`src/hw/rtl/stcpd_pkg.sv`:
```
// shared types, constants and helpers for the space-time core point detector
package stcpd_pkg;

    localparam int MAX_ROWS_DEF    = 128;
    localparam int MAX_COLS_DEF    = 512;
    localparam int SAMPLE_BITS_DEF = 16;

    localparam int ROW_W   = 8;
    localparam int COL_W   = 10;
    localparam int THR_W   = 5;
    localparam int DIV_W   = 16;
    localparam int CFG_W   = 16;
    localparam int CNT_W   = 5;
    localparam int OROW_W  = 7;
    localparam int OCOL_W  = 9;
    localparam int IDX_W   = 2;

    localparam logic [ROW_W-1:0] ROWS_RESET = ROW_W'(120);
    localparam logic [COL_W-1:0] COLS_RESET = COL_W'(360);
    localparam logic [THR_W-1:0] THR_RESET  = THR_W'(9);
    localparam logic [DIV_W-1:0] DIV_RESET  = DIV_W'(1);

    // register indexes
    localparam logic [IDX_W-1:0] REG_ROWS = 2'd0;
    localparam logic [IDX_W-1:0] REG_COLS = 2'd1;
    localparam logic [IDX_W-1:0] REG_THR  = 2'd2;
    localparam logic [IDX_W-1:0] REG_DIV  = 2'd3;

    // window taps: 0 is the centre, 1..8 the neighbours
    localparam int TAPS = 9;

    typedef enum logic [2:0] {
        ST_IDLE,
        ST_WRITE,
        ST_READ,
        ST_DIV,
        ST_OUT
    } state_t;

    // divider control between sequencer and divider
    typedef struct packed {
        logic                    start;
        logic [DIV_W-1:0]        dividend;
        logic [DIV_W-1:0]        divisor;
    } div_req_t;

    typedef struct packed {
        logic                    done;
        logic [DIV_W-1:0]        quotient;
    } div_rsp_t;

    function automatic logic signed [2:0] tap_dr(input logic [3:0] t);
        logic signed [2:0] d;
        d = 3'sd0;
        unique case (t)
            4'd1, 4'd2, 4'd8: d = -3'sd1;
            4'd4, 4'd5, 4'd6: d = 3'sd1;
            default:          d = 3'sd0;
        endcase
        return d;
    endfunction

    function automatic logic signed [2:0] tap_dc(input logic [3:0] t);
        logic signed [2:0] d;
        d = 3'sd0;
        unique case (t)
            4'd2, 4'd3, 4'd4: d = 3'sd1;
            4'd6, 4'd7, 4'd8: d = -3'sd1;
            default:          d = 3'sd0;
        endcase
        return d;
    endfunction

endpackage

```
`src/hw/rtl/stcpd_div.sv`:
```
// restoring radix-2 divider, one quotient bit per cycle
module stcpd_div (
    input  logic                clk,
    input  logic                rst_n,
    input  stcpd_pkg::div_req_t req,
    output stcpd_pkg::div_rsp_t rsp
);

    localparam int W = stcpd_pkg::DIV_W;

    logic [W-1:0]         quo_reg, quo_next;
    logic [W-1:0]         rem_reg, rem_next;
    logic [W-1:0]         dsr_reg, dsr_next;
    logic [$clog2(W):0]   cnt_reg, cnt_next;
    logic                 busy_reg, busy_next;
    logic                 done_reg, done_next;
    logic [W:0]           trial;

    always_ff @(posedge clk or negedge rst_n)
    begin
        if (!rst_n)
        begin
            busy_reg <= 1'b0;
            done_reg <= 1'b0;
            cnt_reg  <= '0;
        end
        else
        begin
            busy_reg <= busy_next;
            done_reg <= done_next;
            cnt_reg  <= cnt_next;
        end
    end

    always_ff @(posedge clk)
    begin
        quo_reg <= quo_next;
        rem_reg <= rem_next;
        dsr_reg <= dsr_next;
    end

    // shift-subtract step
    always_comb
    begin
        quo_next  = quo_reg;
        rem_next  = rem_reg;
        dsr_next  = dsr_reg;
        cnt_next  = cnt_reg;
        busy_next = busy_reg;
        done_next = 1'b0;
        trial     = {rem_reg, quo_reg[W-1]} - {1'b0, dsr_reg};
        if (req.start)
        begin
            quo_next  = req.dividend;
            rem_next  = '0;
            dsr_next  = (req.divisor == '0) ? W'(1) : req.divisor;
            cnt_next  = ($clog2(W)+1)'(W);
            busy_next = 1'b1;
        end
        else if (busy_reg)
        begin
            if (!trial[W])
            begin
                rem_next = trial[W-1:0];
                quo_next = {quo_reg[W-2:0], 1'b1};
            end
            else
            begin
                rem_next = {rem_reg[W-2:0], quo_reg[W-1]};
                quo_next = {quo_reg[W-2:0], 1'b0};
            end
            cnt_next = cnt_reg - 1'b1;
            if (cnt_reg == ($clog2(W)+1)'(1))
            begin
                busy_next = 1'b0;
                done_next = 1'b1;
            end
        end
    end

    assign rsp.done     = done_reg;
    assign rsp.quotient = quo_reg;

    // a finished division is never reported while still shifting
    assert property (@(posedge clk) disable iff (!rst_n) done_reg |-> !busy_reg)
        else $error("divider done while busy");

endmodule

```
`config.mk`:
```
export PLATFORM = sky130hd
export DESIGN_NAME = stcpd_div
export DESIGN_NICKNAME = d
export VERILOG_FILES = /design/src/hw/rtl/stcpd_pkg.sv /design/src/hw/rtl/stcpd_div.sv
export SDC_FILE = /design/constraint.sdc
export NUM_CORES = 1
export LEC_CHECK = 0
export BUFFER_PORTS_ARGS = -buffer_cell sky130_fd_sc_hd__clkbuf_2
export CAP_MARGIN = 20
export CORE_MARGIN = 4
export CORE_UTILIZATION = 45
export DETAILED_ROUTE_END_ITERATION = 12
export PLACE_DENSITY = 0.65
export SLEW_MARGIN = 15
export SYNTH_ARGS = -nofsm -noshare
export SYNTH_HDL_FRONTEND = slang
export SYNTH_SLANG_ARGS = --single-unit
export TNS_END_PERCENT = 10
```
`constraint.sdc`:
```
create_clock -name clk -period 2.3 [get_ports clk]
set_input_delay 0.345 -clock clk [delete_from_list [all_inputs] [get_ports clk]]
set_output_delay 0.345 -clock clk [all_outputs]
set_load 0.03 [all_outputs]
```
==> results list, run 1 <==
- Via count of the first global-routing pass: between 2000 and 2500
* Slowest cell on the critical path: sky130_fd_sc_hd__edfxtp_1
* Highest-count cells in the layout ignoring fill and taps: sky130_fd_sc_hd__clkbuf_2 (51), sky130_fd_sc_hd__edfxtp_1 (32), sky130_fd_sc_hd__buf_4 (30), sky130_fd_sc_hd__inv_1 (22), sky130_fd_sc_hd__nand2_1 (20)
- Routed signal wires occupy layers up through met4.
- Via density per instance: 5.113
* Most common cell after layout, fill and taps aside: sky130_fd_sc_hd__clkbuf_2
* Fmax: approximately 430 MHz
* Failing checks: negative setup slack
- Total I/O pin count: 52
- Count of state elements after synthesis: 55
- The detail route stage leaves a number of antenna-violating nets equal to 0.
* Die Outline Area: between 8000 and 9000 um^2
- Synth Area per Inst: between 10 and 15 um^2
- Data required time at the worst endpoint: between 2 and 2.5 ns
- In the final routing, the length of wire on met1 measures slightly above 3 mm.
- The total overflow left after global routing is 0.
- STA classifies the critical path endpoint as a register.
- Register-to-register setup slack: -0.04 ns
* Diode count: 0
- The clock reaches the later pin of the worst-skew pair after between 0.3 and 0.4 ns.
- Synth-to-Final Area Change: 23.21%
* Summed instance area of the synthesized netlist: about 3100 um^2
- Reg2reg start: dsr_reg[0]
* YS warnings: 0
- Period minus WS final: approximately 2.3 ns
- The first TritonRoute pass finished after 4 iterations.
- After detailed routing, the met3 layer carries 221 um of wire.
- Placer Congestion: between 0.8 and 0.9
- In this run, synthesis inferred 32 flip-flops with an integrated enable.
- After legalization and detailed placement, the total HPWL measured around 4.7 mm.
* End of the worst register-to-register path: rem_reg[10]
* Worst min-delay path class: in -> reg
- Final-report setup violation count: 7
* Cell type with the largest total area after synthesis: sky130_fd_sc_hd__edfxtp_1
* Layout fillers: 550
- In the global route stage, overall resource usage came out at 15.90%.
- Total of buffers placed on input and output ports: 51
- Across all setup checks in the final design, the least slack found is -0.04077 ns.
* Reported leakage power: about 1.7 nW
* Hold_ws: 0.2175 ns
- Number of violations reported at the end of detailed-routing iteration 0: 100
* Dominant cells by area after synthesis: sky130_fd_sc_hd__edfxtp_1 (31%), sky130_fd_sc_hd__dfxtp_1 (10%), sky130_fd_sc_hd__ha_1 (7.3%)
- On the critical path the largest part of the delay comes from adder cells.
* Critical path startpoint category: register
* Summed area of non-filler cells in the final layout: 3786 um^2
* Tightest Pin Transition: around 0.60 ns
- Total power density per cell area: 693.3 nW/um^2
- Of all nets on the critical path, the largest fanout is 5.
- Count of distinct cell types in the synthesized netlist: between 40 and 50
* Total of max-cap violations: 0
* Mean routed wirelength per cell: around 14 um
- Chain of cells forming the critical path: ha_2 -> fa_2 -> nand2b_4 -> a21oi_4 -> o21ai_2 -> a31oi_4 -> buf_6 -> xnor2_4 -> mux2i_2 -> a211oi_2
- For the worst setup path, the data arrival time is 2.53 ns.
* Clock sink total: 55
- The floorplan step defined a core boundary enclosing ~6500 um^2.
- Syn Nets: around 340
- Number of antenna violations at the first check in global routing: 0
- After detailed routing, the number of remaining DRC violations is 0.
* Number of clock buffers inserted by TritonCTS: 5
- Hold Crit Start: req[4]
- Number of buffer and inverter instances along the worst setup path: 1
* Final hold viol count: 0
- Effective utilization at floorplan: between 40% and 50%
* Clk pin slew, worst setup/hold paths: approximately 0.10 ns
- From left edge to right edge, the die measures approximately 91 um.
- Worst path max stage delay: ~0.38 ns
- After synthesis, the share of flip-flops with an asynchronous set or reset is about 13%.
- Total length of routed met2 wires: ~2.7 mm
- On the final layout, the worst clock skew is 0.01594 ns.
- In this run the number of H-tree levels came out at 2.
- TritonCTS clock tree: done
* Vias post-DR: 2224
- For hold timing, the worst endpoint is dsr_reg[4].
- Peak supply drop: 0.3363 mV
* Worst slew margin: between 50 and 60%
* Row cnt: 29
* Class of the most critical setup path: reg -> reg
- Vertical extent of the die: 90.64 um
- Share of the cycle needed by the critical path after routing: 101.8%
- Number of nets in the final layout: roughly 400
- Cells on worst reg2reg path: 10
- After synthesis, flip-flops and latches occupy 47.39% of the total area.
- RSZ-0062 raised after global routing: true
* Clock Path Buffers: 2
- Entering global routing, the biggest net connects 20 pins.
- Of the cells placed in the final design, the portion with a size suffix greater than 1 is around 36%.
- Share of the synthesized area in the top cell type: a little under a third
* Aggregate routed wire length: roughly 6.1 mm
- The number of pins exceeding their max-slew limit in the final report came to 0.
* Min-Delay Path Depth: 1
- Wire length of the first global-routing pass: around 10 mm
- Once placement finished, the instance area stood at approximately 3600 um^2.
* Commonest register cell after synthesis: sky130_fd_sc_hd__edfxtp_1
* Number of cells produced by synthesis: 289
* Clock tree root buffer cell: sky130_fd_sc_hd__clkbuf_8
- Result of the run: finished with violations
[synthesized netlist by cell type, drive strengths merged, types with 9 or more instances]
cell type	number
edfxtp	32
nand2	21
ha	18
a211oi	9
inv	22
clkbuf	20
mux2	15
a21oi	17
xnor2	10
nand3	9
dfxtp	16
nor2	16
xor2	9
[stage by stage]
stage | setup WS, ns | utilization (%) | TNS (ns) | std cells | power, W
after floorplan | -0.2101 | - | -1.552 | 289 | 0.001821
after global placement | -0.08067 | 54.81 | -0.5224 | 420 | 0.002067
after detailed placement | -0.1500 | 54.81 | -1.360 | 420 | 0.002078
after CTS | -0.05387 | 57.79 | -0.1974 | 435 | 0.002644
after global routing | -0.1810 | 58.29 | -1.972 | 435 | 0.002802
final | -0.04077 | 58.29 | -0.1394 | 435 | 0.002625
[cell families (layout without fill, tap and decap cells)]
kind of cell / after synthesis / count (layout) / synth area share, %
flops: 55 / 55 / 47.39
xor+xnor: 19 / 21 / 6.026
fa+ha+maj: 19 / 19 / 7.981
buf+inv: 48 / 115 / 6.270
simple gates: 71 / 71 / 11.32
mux: 20 / 20 / 7.125
compound gates: 57 / 57 / 13.88
[cell type report]
class	count	area (um^2)	area share, %
clock buffer	5	68.82	1.818
clock inverter	3	22.52	0.5948
inverter	22	82.58	2.181
multi-input combinational	188	1535	40.55
sequential	55	1456	38.47
tap	77	96.34	2.545
timing repair buffer	85	524.3	13.85
[worst max path at each step]
stage             endpoint   startpoint  depth (start not counted)  slack (ns)
2_1_floorplan   rem_reg[2]  quo_reg[15]                         11       -0.21
3_5_place_dp    rem_reg[2]  quo_reg[15]                         10       -0.15
5_1_grt        rem_reg[14]   dsr_reg[0]                         11       -0.18
4_1_cts        rem_reg[13]   dsr_reg[0]                         11       -0.05
6_report       rem_reg[10]   dsr_reg[0]                         10       -0.04
3_3_place_gp   rem_reg[14]   dsr_reg[0]                         10       -0.08
[timing repair]
| item | 4_1_cts | 5_1_grt |
|---|---|---|
| pin swaps | 9 | 6 |
| hold buffers | 1 | 0 |
| cloned | 2 | 0 |
| hold endpoints to repair | 7 | 0 |
| buffers inserted | 4 | 0 |
| setup endpoints to repair | 14 | 17 |
| gates resized for setup | 4 | 6 |
[report_power, final]
| group | internal [W] | switching, W | total [W] |
|---|---|---|---|
| clock | 0.000219 | 0.000329 | 0.000548 |
| combinational | 0.000368 | 0.000438 | 0.000806 |
| sequential | 0.00118 | 0.0000895 | 0.00127 |
| total | 0.00177 | 0.000856 | 0.00262 |
[layer usage]
layer	vias up	track usage (%)
met3	8	3.250
li1	1159	-
met5	-	0
met1	1013	22.37
met4	0	5.740
met2	44	24.15
Power figures use the tool's default switching activity.
==> run 2: changes to the inputs <==
PLACE_DENSITY = 0.62   (was 0.65)
clock period = 2.4 ns   (was 2.3 ns; I/O delays follow)
==> run 2 against run 1 <==
Against the previous run:
- the run now ends clean
- combinational power fell by 8.2%
- sequential share of layout area grew 0.71 points
- count of clock-buffer cells in the layout is 1 higher
- non-clock buffer count is 9 lower
- first-iteration DRC count grew 2.0%
- clock power is 7.7% lower
- design area is 1.8% lower
==> results list, run 2 (synthesized netlist as in run 1, its figures left out) <==
- Placer Congestion: between 0.8 and 0.9
- Clock tree skew after final layout: slightly below 0.009 ns
- Total number of H-tree levels: 2
- Overall power consumption after layout is estimated at roughly 0.0025 W.
- Reg2reg start: dsr_reg[0]
* Period minus WS final: between 2 and 2.5 ns
- Data required time at the worst endpoint: roughly 2.6 ns
- In the routed layout, each cell is associated on average with a via count of about 5.2.
- Adding up every negative setup slack in the final design gives 0 ns.
- The setup check on the worst reg-to-reg path leaves a slack of roughly 0.030 ns.
- Most common cell after layout, fill and taps aside: sky130_fd_sc_hd__clkbuf_2
- Core outline area: 6495 um^2
* Fmax: 421.9 MHz
- During I/O placement, the number of pins put on the boundary was between 50 and 60.
- Summed over all nets, the switching power comes to about 0.0008 W.
- Share of layout cells above drive strength 1: around a third
* HPWL after detailed placement: roughly 4.6 mm
* Number of clock buffers inserted by TritonCTS: 5
- The analysis attributes to cell leakage a power of about 1.6 nW.
- Clock Power Share: about a fifth
- The initialized floorplan defines 29 standard-cell rows.
- Number of max-slew violations in the final report: 0
* Layout fillers: 578
* Maximum number of pins on one net before global-route repair: 23
* Final-report setup violation count: 0
- Clock sink total: 55
* Effective utilization at floorplan: between 40 and 50%
- Number of remaining DRC errors: 0
- The first detailed-routing pass took 5 iterations.
* RSZ-0062 raised after global routing: true
* Relative contribution of combinational cells to total power: about 30%
- The critical path is of the reg -> reg type.
- Clock tree root buffer cell: sky130_fd_sc_hd__clkbuf_8
- For this design the ratio of total power to cell area is ~670 nW/um^2.
* Die Outline Area: between 8000 and 9000 um^2
- Clock Path Buffers: 2
- Headroom to the max-slew limit came out at 59.66%.
* Critical Path Fanout Max: 6
- The number of antenna violations at the first check in global routing came to 0.
- The hold violation total from the final report came to 0.
- The die is just over 90 um tall.
- Across the VDD grid, the largest voltage drop is 0.3392 mV.
* Number of violations reported at the end of detailed-routing iteration 0: a little over 100
- Synth-to-Final Area Change: 20.97%
- Share of the cycle needed by the critical path after routing: slightly below 100%
- At the worst endpoint, the arrival time is around 2.6 ns.
- The later pin in the worst-skew pair is clocked with a latency of roughly 0.32 ns.
* Internal cell power: 0.001673 W
- The number of antenna diodes in the final layout is 0.
- Hold Crit Start: req[3]
- Wire length of the first global-routing pass: 10.07 mm
- The run finished with clean final reports.
- From left edge to right edge, the die measures between 90 and 100 um.
- Worst min-delay path class: in -> reg
- The routed layout has around 2200 vias.
- In this run the remaining antenna-violating nets after routing total 0.
* Tightest Pin Transition: just over 0.6 ns
- Number of nets in the final layout: ~400
- Clock-pin slew was measured on the worst setup and hold paths at ~0.10 ns.
- In the layout the commonest cells are sky130_fd_sc_hd__clkbuf_2 (51), sky130_fd_sc_hd__edfxtp_1 (32), sky130_fd_sc_hd__inv_1 (22), sky130_fd_sc_hd__buf_4 (21), sky130_fd_sc_hd__nand2_1 (20).
- Across the run, the number of max-cap violations was 0.
- Total of buffers placed on input and output ports: 51
- Via count of the first global-routing pass: 2209
* Final cell utilization of the core: ~57%
- Aggregate routed wire length: approximately 6 mm
- Hold_ws: between 0.2 and 0.25 ns
- Mean routed wirelength per cell: 14.15 um
* Switching share of power: between 30% and 40%
- Final global-route overflow total: 0
* CP endpoint kind: register
* Critical path startpoint category: register
- In this run the worst setup path begins at dsr_reg[0].
- TritonCTS built the clock tree.
- Part of the total power dissipated in sequential elements: between 40 and 50%
- All-Layer GR Usage: roughly 15%
## run 2: cell types whose count changed in the layout (fill, tap and decap cells not counted), sizes merged
cell	before	now
buf	33	24
inv	23	22
clkbuf	56	57
## run 2: worst paths after layout
check / cells past startpoint / endpoint
max in group asynchronous: 2 / cnt_reg[0]
min in group asynchronous: 2 / busy_reg
setup / recovery: 10 / rem_reg[6]
hold / removal: 1 / dsr_reg[3]
setup reg to reg: 10 / rem_reg[6]
hold reg to reg: 2 / rem_reg[3]
## run 2: per-layer routing
layer / up-vias / track usage, % / wire length (um)
met2: 44 / 23.29 / 2618
met1: 1036 / 21.56 / 3113
met5: - / 0 / 0
met4: 0 / 6.122 / 92
li1: 1146 / - / -
met3: 7 / 2.000 / 200
## run 2: power by group through the flow
stage	Sequential, W	Clock, W	Combinational [W]
floorplan	0.00130	0	0.000443
global placement	0.00124	0	0.000722
detailed placement	0.00124	0	0.000728
CTS	0.00123	0.000517	0.000734
global route	0.00125	0.000551	0.000823
finish	0.00123	0.000506	0.000740
## run 2: area by class of cell
cell class / count / area (um^2) / area share [%]
clock buffers: 6 / 72.57 / 1.952
clock inverters: 2 / 12.51 / 0.3366
multi-input cells: 188 / 1531 / 41.20
well taps: 77 / 96.34 / 2.592
flip-flops and latches: 55 / 1456 / 39.18
repair buffers: 76 / 465.4 / 12.52
inverters: 22 / 82.58 / 2.221
## run 2: what timing repair did
action | in CTS | in global routing
endpoints found under the setup margin | 13 | 17
buffers inserted | 0 | 2
hold buffers | 1 | 0
cloned | 1 | 1
resized for setup | 0 | 9
pin swaps | 1 | 11
endpoints found under the hold margin | 7 | 0
## run 2: through the flow
stage	instance area (um^2)	instances	setup slack, ns
2_1_floorplan	3100	289	-0.1101
3_3_place_gp	3507	413	0.003225
3_5_place_dp	3507	413	-0.07177
4_1_cts	3618	423	-0.003493
5_1_grt	3717	426	-0.07859
6_report	3717	426	0.02973
## run 2: critical path, cell delays in order (launching register included)
cell and delay [ns]:
sky130_fd_sc_hd__edfxtp_1 0.40, sky130_fd_sc_hd__ha_2 0.20, sky130_fd_sc_hd__fa_2 0.33, sky130_fd_sc_hd__nand2b_4 0.16, sky130_fd_sc_hd__a21oi_4 0.16, sky130_fd_sc_hd__o21ai_2 0.09
sky130_fd_sc_hd__a31oi_4 0.22, sky130_fd_sc_hd__buf_6 0.14, sky130_fd_sc_hd__xnor2_4 0.16, sky130_fd_sc_hd__mux2i_1 0.27, sky130_fd_sc_hd__a211oi_2 0.10
==> run 3: changes to the inputs <==
ABC_AREA = 1   (was not set)
PLACE_DENSITY = 0.61   (was 0.62)
==> run 3 against run 2 <==
Against the previous run:
- largest cell class unchanged
- sequential share of layout area down 1.1 points
- combinational power up 110%
- count of clock-buffer cells in the layout unchanged
- synthesized area up 12%
- die area up 11%
- register-to-register slack better by 0.18 ns
- highest routed layer unchanged
- critical path depth up 3
- hold slack better by 0.012 ns
- synthesized cell count up 67%
==> results list, run 3 <==
* Result of the run: finished clean
- Worst slew margin: between 40% and 50%
- Mean routed wirelength per cell: approximately 12 um
- The number of antenna violations at the first check in global routing was 0.
- Clock tree root buffer cell: sky130_fd_sc_hd__clkbuf_8
- Relative contribution of combinational cells to total power: 47.1%
- Critical path origin: quo_reg[15]
- Synth-to-Final Area Change: 11.08%
- Top cells by instance count after synthesis: sky130_fd_sc_hd__nand2_1 (198), sky130_fd_sc_hd__inv_1 (87), sky130_fd_sc_hd__edfxtp_1 (32), sky130_fd_sc_hd__nand3_1 (27)
- Final-report setup violation count: 0
- The kind of cell with the highest combined delay along the critical path is simple AND/OR/NAND/NOR gates.
* Chain of cells forming the critical path: inv_1 -> ha_1 -> fa_2 -> inv_1 -> nand2_1 -> nand2_1 -> nand3_1 -> nand2_1 -> nand2_2 -> nand2_2 -> nand2_1 -> nand2_4 -> o21ai_0
- YS warnings: 0
- EDFF count, synth: 32
- Peak supply drop: 0.3833 mV
* Post-synth ARST share: between 10 and 15%
- Cell type with the largest total area after synthesis: sky130_fd_sc_hd__edfxtp_1
* Effective utilization at floorplan: ~47%
- On the worst path, the slowest cell contributes a delay of 0.36 ns.
- For the final database, setup skew stands at 0.007608 ns.
- Number of nets in the final layout: 574
- Data arrival time of the critical path: approximately 2.2 ns
* Number of buffer and inverter instances along the worst setup path: 2
* Area of the multi-input gates: about 1600 um^2
- The clock period could shrink to 2.192 ns.
* Clk pin slew, worst setup/hold paths: 0.10 ns
- The floorplan has 31 rows.
- STA puts the critical path data required time at about 2.5 ns.
- Total I/O pin count: 52
- Reported leakage power: between 2 and 2.5 nW
* Cell total after placement: 611
- HPWL after detailed placement: between 5 and 6 mm
- TritonCTS built the clock tree.
- The die is 95.48 um tall.
* Diode count: 0
* Total number of H-tree levels: 2
- Synth Area per Inst: around 7.1 um^2
- Across the run, the number of max-cap violations was 0.
* Count of distinct cell types in the synthesized netlist: 31
* Most common cell after layout, fill and taps aside: sky130_fd_sc_hd__nand2_1
- In the final layout, the share of cells above drive strength 1 is about 14%.
- Highest-count cells in the layout ignoring fill and taps: sky130_fd_sc_hd__nand2_1 (198), sky130_fd_sc_hd__inv_1 (87), sky130_fd_sc_hd__clkbuf_2 (51), sky130_fd_sc_hd__edfxtp_1 (32), sky130_fd_sc_hd__nand3_1 (27)
* Final-layout setup total negative slack: 0 ns
* Die Outline Area: a little over 9000 um^2
- Internal cell power: around 0.0019 W
- Commonest register cell after synthesis: sky130_fd_sc_hd__edfxtp_1
* RSZ-0062 raised after global routing: false
- The clock reaches the later pin of the worst-skew pair after ~0.30 ns.
- Vias post-DR: around 3000
* Clock Power Share: between 10% and 20%
* Iteration count of the initial detailed-routing pass: 4
* Share of the synthesized area in the top cell type: 27.91%
- Via count of the first global-routing pass: ~2800
* Critical Path End: quo_reg[0]
* End of the worst register-to-register path: quo_reg[0]
- Critical path startpoint category: register
* Switching share of power: a little over two fifths
* Number of clock buffers inserted by TritonCTS: 5
* Residual antenna-violating net count after detailed routing: 0
* Reported net switching power: ~0.0014 W
- Fmax: ~460 MHz
* Reg2reg start: quo_reg[15]
- The hold violation total from the final report is 0.
- Number of violations reported at the end of detailed-routing iteration 0: about 170
- The first global-routing pass estimated approximately 13 mm of wire.
* Seq/Total Area, Yosys: a little over two fifths
- Summed instance area of the synthesized netlist: 3443 um^2
- Final cell count without fillers: 620
- Total of buffers placed on input and output ports: ~50
- FF/Latch Area: 1456 um^2
* Core outline area: ~7300 um^2
* Via density per instance: between 4 and 5
- In the synthesized netlist, the number of instances is approximately 480.
* Cells on worst reg2reg path: 13
- Counting stages on the worst path, the most repeated cell is sky130_fd_sc_hd__nand2_1.
- Class of the most critical setup path: reg -> reg
- Hold_ws: ~0.24 ns
- Placer Congestion: 0.8175
- Register-to-register setup slack: approximately 0.21 ns
- All-Layer GR Usage: between 10% and 20%
- In this run, synthesis produced a sequential element count of 55.
* Syn Nets: 536
* Final cell utilization of the core: between 50% and 60%
- Clock Path Buffers: 2
- The tightest min-delay check is of the in -> reg type.
* Part of the total power dissipated in sequential elements: between 30% and 40%
* Tightest Pin Transition: 0.7793 ns
- After detailed routing, the number of remaining DRC violations is 0.
- Share of the cycle needed by the critical path after routing: around nine tenths
- Number of max-slew violations in the final report: 0
* Critical Path Fanout Max: 17
- The total overflow left after global routing is 0.
- CP endpoint kind: register
* Width of the die: between 90 and 100 um
- Aggregate routed wire length: about 7.4 mm
* Layout fillers: roughly 740
- By area the synthesized netlist is led by sky130_fd_sc_hd__edfxtp_1 (28%), sky130_fd_sc_hd__nand2_1 (22%), sky130_fd_sc_hd__inv_1 (9.5%).
- For this design the ratio of total power to cell area is approximately 880 nW/um^2.
* Slowest cell on the critical path: sky130_fd_sc_hd__edfxtp_1
- Entering global routing, the biggest net connects 28 pins.
- The most common cell in the synthesized netlist is sky130_fd_sc_hd__nand2_1.
- The critical path runs through a total of 13 cells.
- For this design, the sink count on the clock tree is 55.
==> run 3: cell count changes in the layout (fill, tap and decap cells not counted), sizes merged, moves of 6 or more <==
| cell | change |
|---|---|
| xor2 | -6 |
| buf | -22 |
| nand2 | +184 |
| xnor2 | -8 |
| nand3 | +18 |
| mux2 | -15 |
| nand2b | -7 |
| nand4 | +6 |
| inv | +65 |
| a211oi | -9 |
==> run 3: power groups by stage <==
stage / combinational (W) / sequential (W) / clock, W
final: 0.00159 / 0.00130 / 0.000492
after global placement: 0.00156 / 0.00131 / 0
after CTS: 0.00159 / 0.00129 / 0.000504
after global routing: 0.00185 / 0.00132 / 0.000545
after floorplan: 0.00118 / 0.00137 / 0
after detailed placement: 0.00158 / 0.00131 / 0
==> run 3: final cells by class <==
| cell class | count | area share [%] |
|---|---|---|
| Inverter | 88 | 8.636 |
| Clock buffer | 6 | 1.897 |
| Clock inverter | 2 | 0.1963 |
| Sequential cell | 55 | 38.08 |
| Multi-Input combinational cell | 316 | 40.63 |
| Timing Repair Buffer | 54 | 7.327 |
| Tap cell | 99 | 3.238 |
==> run 3: worst min-delay path by stage <==
stage / startpoint / endpoint / slack (ns) / depth (start not counted)
6_report: req[9] / dsr_reg[9] / 0.24 / 1
2_1_floorplan: rst_n / busy_reg / 0.06 / 0
3_3_place_gp: rst_n / cnt_reg[1] / 0.21 / 1
3_5_place_dp: rst_n / cnt_reg[1] / 0.21 / 1
4_1_cts: req[9] / dsr_reg[9] / 0.23 / 1
5_1_grt: req[9] / dsr_reg[9] / 0.23 / 1
==> run 3: logic make-up (layout without fill, tap and decap cells) <==
logic type,after synthesis,after routing,synth area share [%]
flops,55,55,42.30
fa+ha+maj,19,19,7.122
buf+inv,111,150,12.79
simple gates,268,268,32.52
xor+xnor,7,7,1.781
compound gates,22,22,3.489
==> run 3: per-layer routing <==
layer / share of wire, % / vias to the layer above / global-route usage (%)
li1: - / 1551 / -
met1: 49 / 1294 / 24.64
met2: 44 / 70 / 28.16
met3: 5.4 / 9 / 3.552
met4: 1.3 / 0 / 5.569
met5: 0 / - / 0
==> run 3: worst register-to-register path: stages, from the launching register on <==
cell,delay (ns)
sky130_fd_sc_hd__edfxtp_1,0.36
sky130_fd_sc_hd__inv_1,0.06
sky130_fd_sc_hd__ha_1,0.23
sky130_fd_sc_hd__fa_2,0.36
sky130_fd_sc_hd__inv_1,0.08
sky130_fd_sc_hd__nand2_1,0.05
sky130_fd_sc_hd__nand2_1,0.09
sky130_fd_sc_hd__nand3_1,0.07
sky130_fd_sc_hd__nand2_1,0.11
sky130_fd_sc_hd__nand2_2,0.08
sky130_fd_sc_hd__nand2_2,0.06
sky130_fd_sc_hd__nand2_1,0.08
sky130_fd_sc_hd__nand2_4,0.20
sky130_fd_sc_hd__o21ai_0,0.12
==> run 3: metrics by stage <==
stage / cell area, um^2 / power [W] / setup WS, ns
3_5_place_dp: 3727 / 0.002891 / 0.1125
2_1_floorplan: 3443 / 0.002550 / 0.08631
3_3_place_gp: 3727 / 0.002875 / 0.1650
4_1_cts: 3817 / 0.003387 / 0.08938
6_report: 3825 / 0.003378 / 0.2082
5_1_grt: 3825 / 0.003712 / 0.04153
==> run 3: what timing repair did <==
action	CTS	global route
hold buffers	1	0
hold endpoints to repair	7	0
buffers inserted	0	0
setup endpoints to repair	0	15
resized for setup	0	2
